File: config.mk
export PLATFORM = sky130hd
export DESIGN_NAME = channel_shuffle_address_generator_unit
export DESIGN_NICKNAME = d
export VERILOG_FILES = /design/src/rtl/csag_pkg.sv /design/src/rtl/csag_alu.sv /design/src/rtl/channel_shuffle_address_generator_unit.sv
export SDC_FILE = /design/constraint.sdc
export NUM_CORES = 1
export LEC_CHECK = 0
export ABC_AREA = 1
export BUFFER_PORTS_ARGS = -buffer_cell sky130_fd_sc_hd__buf_2
export CORE_MARGIN = 8
export CORE_UTILIZATION = 53
export CTS_BUF_LIST = sky130_fd_sc_hd__clkbuf_8
export CTS_CLUSTER_SIZE = 40
export DETAILED_ROUTE_END_ITERATION = 8
export PLACE_DENSITY = 0.76
export SYNTH_ARGS = -nofsm -noshare
export SYNTH_HDL_FRONTEND = slang
export SYNTH_HIERARCHICAL = 1
export SYNTH_SLANG_ARGS = --single-unit
File: constraint.sdc
create_clock -name clk -period 4.71 [get_ports clk]
set_input_delay 0.7065 -clock clk [delete_from_list [all_inputs] [get_ports clk]]
set_output_delay 0.7065 -clock clk [all_outputs]
set_load 0.005 [all_outputs]
File: src/rtl/csag_pkg.sv
// ----------------------------------------------------------------------------
// csag_pkg
// Shared types and constants of the channel shuffle address generator: the
// sequencer states, the shared arithmetic unit's operation and handshake
// structs, register indexes and input mode codes.
// ----------------------------------------------------------------------------
package csag_pkg;

  localparam int CFG_INDEX_BITS   = 2;
  localparam int CFG_DATA_BITS    = 16;
  localparam int POSITION_BITS    = 32;
  localparam int OUTER_COUNT_BITS = 16;
  localparam int RADIX_REG_BITS   = 13;

  localparam logic [CFG_INDEX_BITS-1:0] REG_OUTER_COUNT        = 2'd0;
  localparam logic [CFG_INDEX_BITS-1:0] REG_CHANNELS_PER_GROUP = 2'd1;
  localparam logic [CFG_INDEX_BITS-1:0] REG_GROUP_COUNT        = 2'd2;

  localparam logic MODE_SEED    = 1'b0;
  localparam logic MODE_ADVANCE = 1'b1;

  typedef enum logic [3:0] {
    ST_IDLE,
    ST_DIV_GRP,
    ST_DIV_CPG,
    ST_DIV_OUT,
    ST_MUL_STRIDE,
    ST_MUL_BASE,
    ST_MUL_DEST,
    ST_MUL_SRC,
    ST_EMIT
  } csag_state_t;

  typedef enum logic {
    ALU_MUL,
    ALU_DIV
  } csag_alu_op_t;

  typedef struct packed {
    logic         start;
    csag_alu_op_t op;
  } csag_alu_req_t;

  typedef struct packed {
    logic busy;
    logic done;
  } csag_alu_sts_t;

endpackage

File: src/rtl/csag_alu.sv
// ----------------------------------------------------------------------------
// csag_alu
// Shared bit-serial arithmetic unit: one adder serves either a shift-add
// multiply (one multiplier bit per cycle) or a restoring divide (one quotient
// bit per cycle). Done pulses for one cycle when the result is ready.
// ----------------------------------------------------------------------------
module csag_alu
  import csag_pkg::*;
#(
  parameter int DW = 32,
  parameter int MW = 16
) (
  input  logic          clk,
  input  logic          rst,
  input  csag_alu_req_t req,
  input  logic [DW-1:0] opa,
  input  logic [MW-1:0] opb,
  output csag_alu_sts_t sts,
  output logic [DW-1:0] quo,
  output logic [MW-1:0] rem
);

  localparam int CW = $clog2(DW + 1);

  csag_alu_op_t  op_r;
  logic [DW-1:0] acc;
  logic [DW-1:0] sh;
  logic [MW-1:0] mb;
  logic [CW-1:0] cnt;
  logic          busy;
  logic          done;

  logic [MW:0]   trial;
  logic [DW:0]   add_a;
  logic [DW:0]   add_b;
  logic [DW+1:0] sum;
  logic          fits;
  logic [DW-1:0] acc_next;
  logic [DW-1:0] sh_next;
  logic [MW-1:0] mb_next;

  always_comb begin
    trial = {acc[MW-1:0], sh[DW-1]};
    if (op_r == ALU_DIV) begin
      add_a = (DW+1)'(trial);
      add_b = ~((DW+1)'(mb));
    end else begin
      add_a = {1'b0, acc};
      add_b = {1'b0, sh};
    end
    sum  = {1'b0, add_a} + {1'b0, add_b} + (DW+2)'(op_r == ALU_DIV);
    fits = sum[DW+1];
    if (op_r == ALU_DIV) begin
      acc_next = fits ? DW'(sum[MW-1:0]) : DW'(trial[MW-1:0]);
      sh_next  = {sh[DW-2:0], fits};
      mb_next  = mb;
    end else begin
      acc_next = mb[0] ? sum[DW-1:0] : acc;
      sh_next  = {sh[DW-2:0], 1'b0};
      mb_next  = mb >> 1;
    end
  end

  always_ff @(posedge clk) begin
    if (rst) begin
      busy <= 1'b0;
      done <= 1'b0;
      op_r <= ALU_MUL;
      cnt  <= '0;
    end else begin
      done <= 1'b0;
      if (req.start) begin
        busy <= 1'b1;
        op_r <= req.op;
        cnt  <= (req.op == ALU_DIV) ? CW'(DW) : CW'(MW);
      end else if (busy) begin
        cnt <= cnt - CW'(1);
        if (cnt == CW'(1)) begin
          busy <= 1'b0;
          done <= 1'b1;
        end
      end
    end
  end

  always_ff @(posedge clk) begin
    if (req.start) begin
      acc <= '0;
      sh  <= opa;
      mb  <= opb;
    end else if (busy) begin
      acc <= acc_next;
      sh  <= sh_next;
      mb  <= mb_next;
    end
  end

  assign sts.busy = busy;
  assign sts.done = done;
  assign quo      = (op_r == ALU_DIV) ? sh : acc;
  assign rem      = acc[MW-1:0];

  a_start_idle: assert property (@(posedge clk) disable iff (rst) req.start |-> !busy)
    else $error("shared unit started while busy");
  a_done_idle: assert property (@(posedge clk) disable iff (rst) done |-> !busy)
    else $error("shared unit done while still busy");
  a_busy_rise: assert property (@(posedge clk) disable iff (rst) $rose(busy) |-> $past(req.start))
    else $error("shared unit became busy without a start");

endmodule

File: src/rtl/channel_shuffle_address_generator_unit.sv
// ----------------------------------------------------------------------------
// channel_shuffle_address_generator_unit
// Address generator for a channel shuffle: keeps a mixed-radix counter of
// outer, within-group and group digits and returns source and destination
// block indexes for each seed or advance transaction.
// ----------------------------------------------------------------------------
// Usage: write outer_count, channels_per_group and group_count on the cfg
// channel (ready whenever rst is low) while the block is idle. A seed
// transaction on the input channel splits position into digits; an advance
// transaction steps to the next destination block. Every input transaction
// yields one output transaction carrying source_block, dest_block and wrapped.
// An advance that does not roll the group digit is handled at the accept
// edge, so such items flow at one per cycle while the output slot is free.
// An advance that rolls the group digit recomposes the addresses with four
// bit-serial multiplies on the shared unit; a seed first adds three bit-serial
// divisions. DW is the larger of INDEX_BITS and 32, MW the widest radix or
// outer digit, at least 16.
// Reset sets all registers to 1 and all digits and positions to zero, and
// neither input channel is ready while rst is high. The output register
// holds its transaction while out_ready is low; one more input is taken
// meanwhile and its result waits inside until the slot frees.
// ----------------------------------------------------------------------------
module channel_shuffle_address_generator_unit
  import csag_pkg::*;
#(
  parameter int INDEX_BITS = 32,
  parameter int DIGIT_BITS = 12,
  parameter int OUTER_BITS = 16
) (
  input  logic                      clk,
  input  logic                      rst,
  input  logic                      cfg_valid,
  output logic                      cfg_ready,
  input  logic [CFG_INDEX_BITS-1:0] cfg_index,
  input  logic [CFG_DATA_BITS-1:0]  cfg_data,
  input  logic                      in_valid,
  output logic                      in_ready,
  input  logic                      mode,
  input  logic [POSITION_BITS-1:0]  position,
  output logic                      out_valid,
  input  logic                      out_ready,
  output logic [POSITION_BITS-1:0]  source_block,
  output logic [POSITION_BITS-1:0]  dest_block,
  output logic                      wrapped
);

  localparam int RB    = DIGIT_BITS + 1;
  localparam int MW0   = (RB > OUTER_COUNT_BITS) ? RB : OUTER_COUNT_BITS;
  localparam int MW    = (MW0 > OUTER_BITS) ? MW0 : OUTER_BITS;
  localparam int DW    = (INDEX_BITS > POSITION_BITS) ? INDEX_BITS : POSITION_BITS;
  localparam int CMP_W = (RB > RADIX_REG_BITS) ? RB : RADIX_REG_BITS;
  localparam int OCW   = (OUTER_BITS + 1 > OUTER_COUNT_BITS) ? OUTER_BITS + 1
                                                             : OUTER_COUNT_BITS;

  function automatic logic [RB-1:0] radix_eff(input logic [RADIX_REG_BITS-1:0] raw);
    logic [CMP_W-1:0] ext;
    logic [CMP_W-1:0] lim;
    ext = CMP_W'(raw);
    lim = CMP_W'(1) << DIGIT_BITS;
    if (raw == '0) begin
      return RB'(1);
    end else if (ext > lim) begin
      return RB'(lim);
    end
    return RB'(ext);
  endfunction

  logic [OUTER_COUNT_BITS-1:0] outer_count;
  logic [RADIX_REG_BITS-1:0]   channels_per_group;
  logic [RADIX_REG_BITS-1:0]   group_count;

  csag_state_t state;
  csag_state_t state_next;

  logic [OUTER_BITS-1:0] outer_digit;
  logic [DIGIT_BITS-1:0] within_digit;
  logic [DIGIT_BITS-1:0] group_digit;
  logic [INDEX_BITS-1:0] source_position;
  logic [INDEX_BITS-1:0] dest_position;
  logic [DW-1:0]         work;
  logic [DW-1:0]         base;
  logic                  wrap_pend;
  logic                  launched;

  logic [OUTER_COUNT_BITS-1:0] outer_eff;
  logic [RB-1:0]               cpg_eff;
  logic [RB-1:0]               grp_eff;
  logic [RB-1:0]               g_inc;
  logic [RB-1:0]               w_inc;
  logic [OCW-1:0]              o_inc;
  logic                        roll_g;
  logic                        roll_w;
  logic                        roll_o;
  logic                        accept;
  logic                        slot_free;
  logic                        load_fast;
  logic                        load_emit;
  logic [INDEX_BITS-1:0]       src_fast;
  logic [INDEX_BITS-1:0]       dest_fast;

  csag_alu_req_t alu_req;
  csag_alu_sts_t alu_sts;
  logic [DW-1:0] alu_opa;
  logic [MW-1:0] alu_opb;
  logic [DW-1:0] alu_quo;
  logic [MW-1:0] alu_rem;

  csag_alu #(
    .DW(DW),
    .MW(MW)
  ) u_alu (
    .clk (clk),
    .rst (rst),
    .req (alu_req),
    .opa (alu_opa),
    .opb (alu_opb),
    .sts (alu_sts),
    .quo (alu_quo),
    .rem (alu_rem)
  );

  assign outer_eff = (outer_count == '0) ? OUTER_COUNT_BITS'(1) : outer_count;
  assign cpg_eff   = radix_eff(channels_per_group);
  assign grp_eff   = radix_eff(group_count);
  assign g_inc     = RB'(group_digit) + RB'(1);
  assign w_inc     = RB'(within_digit) + RB'(1);
  assign o_inc     = OCW'(outer_digit) + OCW'(1);
  assign roll_g    = !(g_inc < grp_eff);
  assign roll_w    = !(w_inc < cpg_eff);
  assign roll_o    = !(o_inc < OCW'(outer_eff));
  assign accept    = in_valid && in_ready;
  assign slot_free = !out_valid || out_ready;
  assign src_fast  = INDEX_BITS'(DW'(source_position) + DW'(cpg_eff));
  assign dest_fast = dest_position + INDEX_BITS'(1);
  assign load_fast = accept && (mode == MODE_ADVANCE) && !roll_g && slot_free;
  assign load_emit = (state == ST_EMIT) && slot_free;
  assign cfg_ready = !rst;

  always_comb begin
    state_next = state;
    case (state)
      ST_IDLE: begin
        if (accept) begin
          if (mode == MODE_SEED) begin
            state_next = ST_DIV_GRP;
          end else if (roll_g) begin
            state_next = ST_MUL_STRIDE;
          end else if (!slot_free) begin
            state_next = ST_EMIT;
          end
        end
      end
      ST_DIV_GRP:    if (alu_sts.done) state_next = ST_DIV_CPG;
      ST_DIV_CPG:    if (alu_sts.done) state_next = ST_DIV_OUT;
      ST_DIV_OUT:    if (alu_sts.done) state_next = ST_MUL_STRIDE;
      ST_MUL_STRIDE: if (alu_sts.done) state_next = ST_MUL_BASE;
      ST_MUL_BASE:   if (alu_sts.done) state_next = ST_MUL_DEST;
      ST_MUL_DEST:   if (alu_sts.done) state_next = ST_MUL_SRC;
      ST_MUL_SRC:    if (alu_sts.done) state_next = ST_EMIT;
      ST_EMIT:       if (slot_free) state_next = ST_IDLE;
      default:       state_next = ST_IDLE;
    endcase
  end

  always_comb begin
    in_ready      = 1'b0;
    alu_req.start = 1'b0;
    alu_req.op    = ALU_MUL;
    alu_opa       = '0;
    alu_opb       = '0;
    case (state)
      ST_IDLE: begin
        in_ready = !rst;
      end
      ST_DIV_GRP: begin
        alu_req.start = !launched;
        alu_req.op    = ALU_DIV;
        alu_opa       = work;
        alu_opb       = MW'(grp_eff);
      end
      ST_DIV_CPG: begin
        alu_req.start = !launched;
        alu_req.op    = ALU_DIV;
        alu_opa       = work;
        alu_opb       = MW'(cpg_eff);
      end
      ST_DIV_OUT: begin
        alu_req.start = !launched;
        alu_req.op    = ALU_DIV;
        alu_opa       = work;
        alu_opb       = MW'(outer_eff);
      end
      ST_MUL_STRIDE: begin
        alu_req.start = !launched;
        alu_opa       = DW'(cpg_eff);
        alu_opb       = MW'(grp_eff);
      end
      ST_MUL_BASE: begin
        alu_req.start = !launched;
        alu_opa       = work;
        alu_opb       = MW'(outer_digit);
      end
      ST_MUL_DEST: begin
        alu_req.start = !launched;
        alu_opa       = DW'(grp_eff);
        alu_opb       = MW'(within_digit);
      end
      ST_MUL_SRC: begin
        alu_req.start = !launched;
        alu_opa       = DW'(cpg_eff);
        alu_opb       = MW'(group_digit);
      end
      default: begin
      end
    endcase
  end

  always_ff @(posedge clk) begin
    if (rst) begin
      outer_count        <= OUTER_COUNT_BITS'(1);
      channels_per_group <= RADIX_REG_BITS'(1);
      group_count        <= RADIX_REG_BITS'(1);
    end else if (cfg_valid && cfg_ready) begin
      case (cfg_index)
        REG_OUTER_COUNT:        outer_count        <= cfg_data;
        REG_CHANNELS_PER_GROUP: channels_per_group <= cfg_data[RADIX_REG_BITS-1:0];
        REG_GROUP_COUNT:        group_count        <= cfg_data[RADIX_REG_BITS-1:0];
        default: begin
        end
      endcase
    end
  end

  always_ff @(posedge clk) begin
    if (rst) begin
      state           <= ST_IDLE;
      launched        <= 1'b0;
      outer_digit     <= '0;
      within_digit    <= '0;
      group_digit     <= '0;
      source_position <= '0;
      dest_position   <= '0;
      wrap_pend       <= 1'b0;
    end else begin
      state <= state_next;
      if (alu_req.start) begin
        launched <= 1'b1;
      end else if (alu_sts.done) begin
        launched <= 1'b0;
      end
      case (state)
        ST_IDLE: begin
          if (accept) begin
            wrap_pend <= 1'b0;
            if (mode == MODE_SEED) begin
              work <= DW'(position);
            end else if (!roll_g) begin
              group_digit     <= g_inc[DIGIT_BITS-1:0];
              source_position <= src_fast;
              dest_position   <= dest_fast;
            end else begin
              group_digit <= '0;
              if (!roll_w) begin
                within_digit <= w_inc[DIGIT_BITS-1:0];
              end else begin
                within_digit <= '0;
                if (!roll_o) begin
                  outer_digit <= o_inc[OUTER_BITS-1:0];
                end else begin
                  outer_digit <= '0;
                  wrap_pend   <= 1'b1;
                end
              end
            end
          end
        end
        ST_DIV_GRP: begin
          if (alu_sts.done) begin
            group_digit <= alu_rem[DIGIT_BITS-1:0];
            work        <= alu_quo;
          end
        end
        ST_DIV_CPG: begin
          if (alu_sts.done) begin
            within_digit <= alu_rem[DIGIT_BITS-1:0];
            work         <= alu_quo;
          end
        end
        ST_DIV_OUT: begin
          if (alu_sts.done) outer_digit <= alu_rem[OUTER_BITS-1:0];
        end
        ST_MUL_STRIDE: begin
          if (alu_sts.done) work <= alu_quo;
        end
        ST_MUL_BASE: begin
          if (alu_sts.done) base <= alu_quo;
        end
        ST_MUL_DEST: begin
          if (alu_sts.done) begin
            dest_position <= INDEX_BITS'(base + alu_quo + DW'(group_digit));
          end
        end
        ST_MUL_SRC: begin
          if (alu_sts.done) begin
            source_position <= INDEX_BITS'(base + alu_quo + DW'(within_digit));
          end
        end
        default: begin
        end
      endcase
    end
  end

  always_ff @(posedge clk) begin
    if (rst) begin
      out_valid <= 1'b0;
    end else if (load_fast || load_emit) begin
      out_valid <= 1'b1;
    end else if (out_ready) begin
      out_valid <= 1'b0;
    end
  end

  always_ff @(posedge clk) begin
    if (load_fast) begin
      source_block <= POSITION_BITS'(DW'(src_fast));
      dest_block   <= POSITION_BITS'(DW'(dest_fast));
      wrapped      <= 1'b0;
    end else if (load_emit) begin
      source_block <= POSITION_BITS'(DW'(source_position));
      dest_block   <= POSITION_BITS'(DW'(dest_position));
      wrapped      <= wrap_pend;
    end
  end

  a_ready_alu_idle: assert property (@(posedge clk) disable iff (rst)
    in_ready |-> !alu_sts.busy)
    else $error("input ready while the shared unit is busy");
  a_done_launched: assert property (@(posedge clk) disable iff (rst)
    alu_sts.done |-> launched)
    else $error("shared unit result without a launch");
  a_seed_divides: assert property (@(posedge clk) disable iff (rst)
    (accept && mode == MODE_SEED) |=> state == ST_DIV_GRP)
    else $error("seed transaction did not start the division sequence");
  a_wrap_zero: assert property (@(posedge clk) disable iff (rst)
    (out_valid && wrapped) |-> (source_block == '0 && dest_block == '0))
    else $error("wrapped transaction with nonzero addresses");

endmodule
# Word-level counts from Yosys, hierarchy flattened
# Cells that the tools add are included.
# totals
elab_cells	210
inputBits	56
register_bits	371
out_inout_bits	68
# classes
magnitude_cmp	5
muxes	91
eq_ne	28
n_reduce_logical	48
n_addsub	11
bitwise	3
# ops
operator	n
two-way mux 32 bit	21
case mux 32 bit (2 select lines)	3
two-way mux 16 bit	11
two-way mux 12 bit	8
case mux 16 bit (6 select lines)	1
case mux 32 bit (3 select lines)	1
two-way mux 13 bit	6
adder 32 x 12 -> 32 bit	2
two-way mux 4 bit	12
case mux 12 bit (2 select lines)	2
case mux 4 bit (9 select lines)	1
adder 33 x 33 -> 34 bit	1
adder 34 x 1 -> 34 bit	1
two-way mux 33 bit	1
inverter 16 -> 33 bit	1
adder 32 x 1 -> 32 bit (second input constant)	1
adder 32 x 13 -> 32 bit	1
adder 32 bit	1
case mux 16 bit (2 select lines)	1
adder 12 x 1 -> 13 bit (second input constant)	2
greater-than comparator 13 bit (second input constant)	2
logical NOT 13 bit	2
less-than comparator 13 bit	2
nonzero test 2 bit	11
32 further kinds	91

# Logic depth before layout (Yosys ltp)
# logic_depth
word_depth	10
mapped_depth	29
mapped_depth_nobuf	26

# Hierarchy
# The synthesis kept the hierarchy.
# modules_own_cells
module	seq_area_each_um2	cells_each	n_inst	area_each_um2
channel_shuffle_address_generator_unit	6926.6	3010	1	20778.7
csag_alu	2262.2	1023	1	6924.1

# Worst setup path after synthesis
# OpenSTA, ideal clock, no wires.
# synth_timing
path_type	register -> register
start	register group_digit[1]
end	register dest_block[0] (enable)
synth_period_minus_slack_ps	4500
path_slack_ps	210
setup_ps	424
stages_incl_launch_ff	16
required_ps	4286
arrival_time_ps	4076
cell_sequence	dfxtp_1 > ha_1 > nand3_1 > nor3_1 > nand3_1 > nand3b_1 > xor2_1 > inv_1 > ha_1 > a21oi_1 > a21oi_1 > a211oi_1 > nand2_2 > nor2_2 > inv_1 > nand2_1
# synth_via
elab_chain_cells	5
# synth_rtl
item	line	text
from (decl)	channel_shuffle_address_generator_unit.sv:77	logic [DIGIT_BITS-1:0] group_digit;
from (signal assigned)	channel_shuffle_address_generator_unit.sv:258	group_digit <= g_inc[DIGIT_BITS-1:0];
from (signal assigned)	channel_shuffle_address_generator_unit.sv:279	group_digit <= alu_rem[DIGIT_BITS-1:0];
adder 12 x 1 -> 13 bit	channel_shuffle_address_generator_unit.sv:125	assign g_inc = RB'(group_digit) + RB'(1);
less-than comparator 13 bit	channel_shuffle_address_generator_unit.sv:128	assign roll_g = !(g_inc < grp_eff);
logical AND 1 bit (2 in series)	channel_shuffle_address_generator_unit.sv:135	assign load_fast = accept && (mode == MODE_ADVANCE) && !roll_g && slot_free;
nonzero test 2 bit (no source line)	n/a	
to (signal assigned)	channel_shuffle_address_generator_unit.sv:327	dest_block <= POSITION_BITS'(DW'(dest_fast));
to (signal assigned)	channel_shuffle_address_generator_unit.sv:331	dest_block <= POSITION_BITS'(DW'(dest_position));
to (decl)	channel_shuffle_address_generator_unit.sv:43	output logic [POSITION_BITS-1:0] dest_block,
# No other way between the ends.
# A chain may end at the register's enable or synchronous reset.

# Worst setup path after layout
# layout_timing
start	register u_alu.op_r
end	register dest_position[27]
# layout_via
elab_chain_cells	5
# layout_rtl
item	line	text
from (decl)	csag_alu.sv:25	csag_alu_op_t op_r;
from (signal assigned)	csag_alu.sv:74	op_r <= req.op;
two-way mux 32 bit	csag_alu.sv:100	assign quo = (op_r == ALU_DIV) ? sh : acc;
net alu_quo[7]	channel_shuffle_address_generator_unit.sv:105	logic [DW-1:0] alu_quo;
adder 32 bit	channel_shuffle_address_generator_unit.sv:300	dest_position <= INDEX_BITS'(base + alu_quo + DW'(group_digit));
adder 32 x 12 -> 32 bit	channel_shuffle_address_generator_unit.sv:300	
two-way mux 32 bit	channel_shuffle_address_generator_unit.sv:299	if (alu_sts.done) begin
case mux 32 bit (2 select lines)	channel_shuffle_address_generator_unit.sv:251	case (state)
to (signal assigned)	channel_shuffle_address_generator_unit.sv:260	dest_position <= dest_fast;
to (signal assigned)	channel_shuffle_address_generator_unit.sv:300	
to (decl)	channel_shuffle_address_generator_unit.sv:79	logic [INDEX_BITS-1:0] dest_position;
# The timed path passes the listed nets, and every way through them passes these cells. The select of a mux whose other input is x is not followed.

==> results.sh <==
export IMPL_die_area_mm2=0.05983
export IMPL_critPathLaunch="u_alu/op_r$_SDFFE_PP0P_"
export IMPL_place_gp_congestion=1.037
export IMPL_firstDrtPassIters=7
export IMPL_initial_core_util_pct=53.77
export IMPL_criticalPathCategory="flop to flop"
export IMPL_fill_cells=5023
export IMPL_die_w_um=244.6
export IMPL_power_uw=19920
export IMPL_grt_util_all_layers_pct=29.09
export IMPL_dp_hpwl_um=70300
export IMPL_finalHoldViolations=0
export IMPL_finalCoreUtilization_pct=58.60
export IMPL_cts_max_level=3
export IMPL_post_route_min_period_ns=4.288
export IMPL_cap_violations=0
export IMPL_hold_path_class="input pin to flop"
export IMPL_critPathMaxFanout=24
export IMPL_pwr_density_cell_mw_per_mm2=659.9
export IMPL_cts_tree="yes"
export IMPL_rows=83
export IMPL_netlist_area_mm2=0.02770
export IMPL_cts_sinks=371
export IMPL_vias_per_cell=5.670
export IMPL_vdd_drop_max_mv=0.3496
export IMPL_avgSynthCellArea_um2=6.869
export IMPL_worst_pin_slew_ns=1.094
export IMPL_required_ns=5.30
export IMPL_routed_wl_um=90280
export IMPL_fmaxAchievable_mhz=233.2
export IMPL_syn_nets=4236
export IMPL_avgRoutedWirePerCell_um=18.60
export IMPL_antenna_found_initial=1
export IMPL_clock_latency_ns=0.68
export IMPL_drt_iter0_drc=3409
export IMPL_startpoint_type="flop"
export IMPL_area_delta_synth_final_pct=8.986
export IMPL_status="complete, no violations"
export IMPL_switching_share_pct=50.56
export IMPL_ys_warn_count=6
export IMPL_p_clk_share_pct=15.6
export IMPL_nets=4323
export IMPL_internal_power_uw=9847
export IMPL_clk_pin_slew_worst_paths_ns=0.06
export IMPL_relSlewSlack_pct=26.57
export IMPL_drive_gt1_share_pct=10.55
export IMPL_coreArea_mm2=0.05151
export IMPL_skew_ns=0.05062
export IMPL_die_y_um=244.6
export IMPL_cts_buffers_inserted=66
export IMPL_worst_hold_slack_ns=0.3206
export IMPL_portBuffers=123
export IMPL_leakage_uw=0.01352
export IMPL_p_seq_share_pct=27.3
export IMPL_min_delay_start="position[25]"
export IMPL_setup_viol=0
export IMPL_setup_tns_ns=0
export IMPL_grt_pass1_vias=25090
export IMPL_slew_violations=0
export IMPL_clockRootBuffer="clkbuf_8"
export IMPL_p_sw_uw=10070
export IMPL_vias=27520
export IMPL_overflow=0
export IMPL_ctsHoldBuffers=0
export IMPL_rsz0062_at_grt="false"
export IMPL_syn_inst=4032
export IMPL_grt_max_degree=110
export IMPL_arrival_ns=4.88
export IMPL_fin_crit_sh_pct=91.03
export IMPL_endpoint_kind="flop"
export IMPL_cts_max_path_buffers=3
export IMPL_r2r_start="u_alu/op_r$_SDFFE_PP0P_"
export IMPL_io_pins=124
export IMPL_combPwrFrac_pct=57.1
export IMPL_route_detailed_drc=0
export IMPL_drtAntennaViolNets=0
export IMPL_grt_pass1_wl_um=139400
==> critical path: stages, from the launching register on <==
cell and delay [ns]:
dfxtp_1 0.40, inv_2 0.18, buf_4 0.22, o21ai_0 0.39, ha_1 0.38, nand2_1 0.10
nand2_1 0.07, nand2_1 0.06, nand2_1 0.08, inv_1 0.08, nand3_2 0.10, xor2_1 0.18
ha_1 0.36, nand2_1 0.09, nor2_1 0.14, nand4_1 0.08, o21ai_0 0.33, nand3_2 0.13
nand2_2 0.15, nand2_2 0.09, nor2_1 0.17, nand2_1 0.09, xor2_1 0.14, nand2_1 0.07
a21oi_1 0.13
==> path summary, 6_finish.rpt <==
path	endpoint	slack, ns	depth (start not counted)
max	dest_position[27]$_SDFFE_PP0P_	0.42	24
min	work[25]$_DFFE_PP_	0.32	3
max reg2reg	dest_position[27]$_SDFFE_PP0P_	0.42	24
min reg2reg	u_alu/acc[20]$_SDFFE_PP0P_	0.46	2
==> layout by cell type, fill, tap and decap left out, types with 27 or more instances in the layout <==
cell type	instances
dfxtp_1	195
nand4_1	65
nor2_2	28
o21ai_1	28
nand2_2	50
xnor2_1	27
a21oi_1	252
nor3_1	44
inv_1	506
xor2_1	116
edfxtp_1	176
nor2_1	313
buf_4	48
nand2_1	1157
o21ai_0	330
ha_1	142
buf_2	123
clkbuf_8	72
nand3_1	188
==> registers in the layout (all words and copies together) (netlist names), 13 cells and up <==
signal              cells
base                   32
channels_per_group     13
dest_block             32
dest_position          32
group_count            13
outer_count            16
outer_digit            16
source_block           32
source_position        32
u_alu/acc              32
u_alu/mb               16
u_alu/sh               32
work                   32
==> stage by stage <==
stage                     cells  instance area (µm²)  worst slack [ns]
after global placement     4731                28850            0.4678
after global routing       4851                30180           0.03637
after floorplan            4032                27700            0.2096
after CTS                  4850                30180            0.2791
final                      4853                30180            0.4224
after detailed placement   4731                28850            0.3178
==> power groups by stage <==
stage                     registers [µW]  clock network (µW)  logic (µW)
after global placement              5470                   0       11000
after detailed placement            5480                   0       11100
after CTS                           5420                3150       11200
final                               5440                3110       11400
after global routing                5530                3290       12500
after floorplan                     5270                   0        8050
==> layout make-up <==
class	count	area, µm²	share of cell area, %
clock inverter	47	332.8	1.103
clock buffer	72	991.0	3.283
sequential	371	9189	30.44
antenna	3	7.507	0.02487
tap	680	850.8	2.819
inverter	518	1944	6.442
multi-input combinational	2988	15830	52.45
timing repair buffer	174	1036	3.432
==> timing repair <==
| action | CTS | global route |
|---|---|---|
| endpoints found under the setup margin | 0 | 9 |
| setup buffers | 0 | 0 |
| gates resized for setup | 0 | 4 |
| endpoints found under the hold margin | 0 | 0 |
==> per-layer routing <==
layer | vias to the layer above | routed length [µm] | track usage (%)
met5 | - | 0 | 0
met4 | 0 | 3573 | 12.13
met3 | 230 | 8209 | 5.036
met2 | 1264 | 40680 | 46.91
met1 | 12610 | 37820 | 38.28
li1 | 13410 | - | -
(Power assumes the default switching activity.)
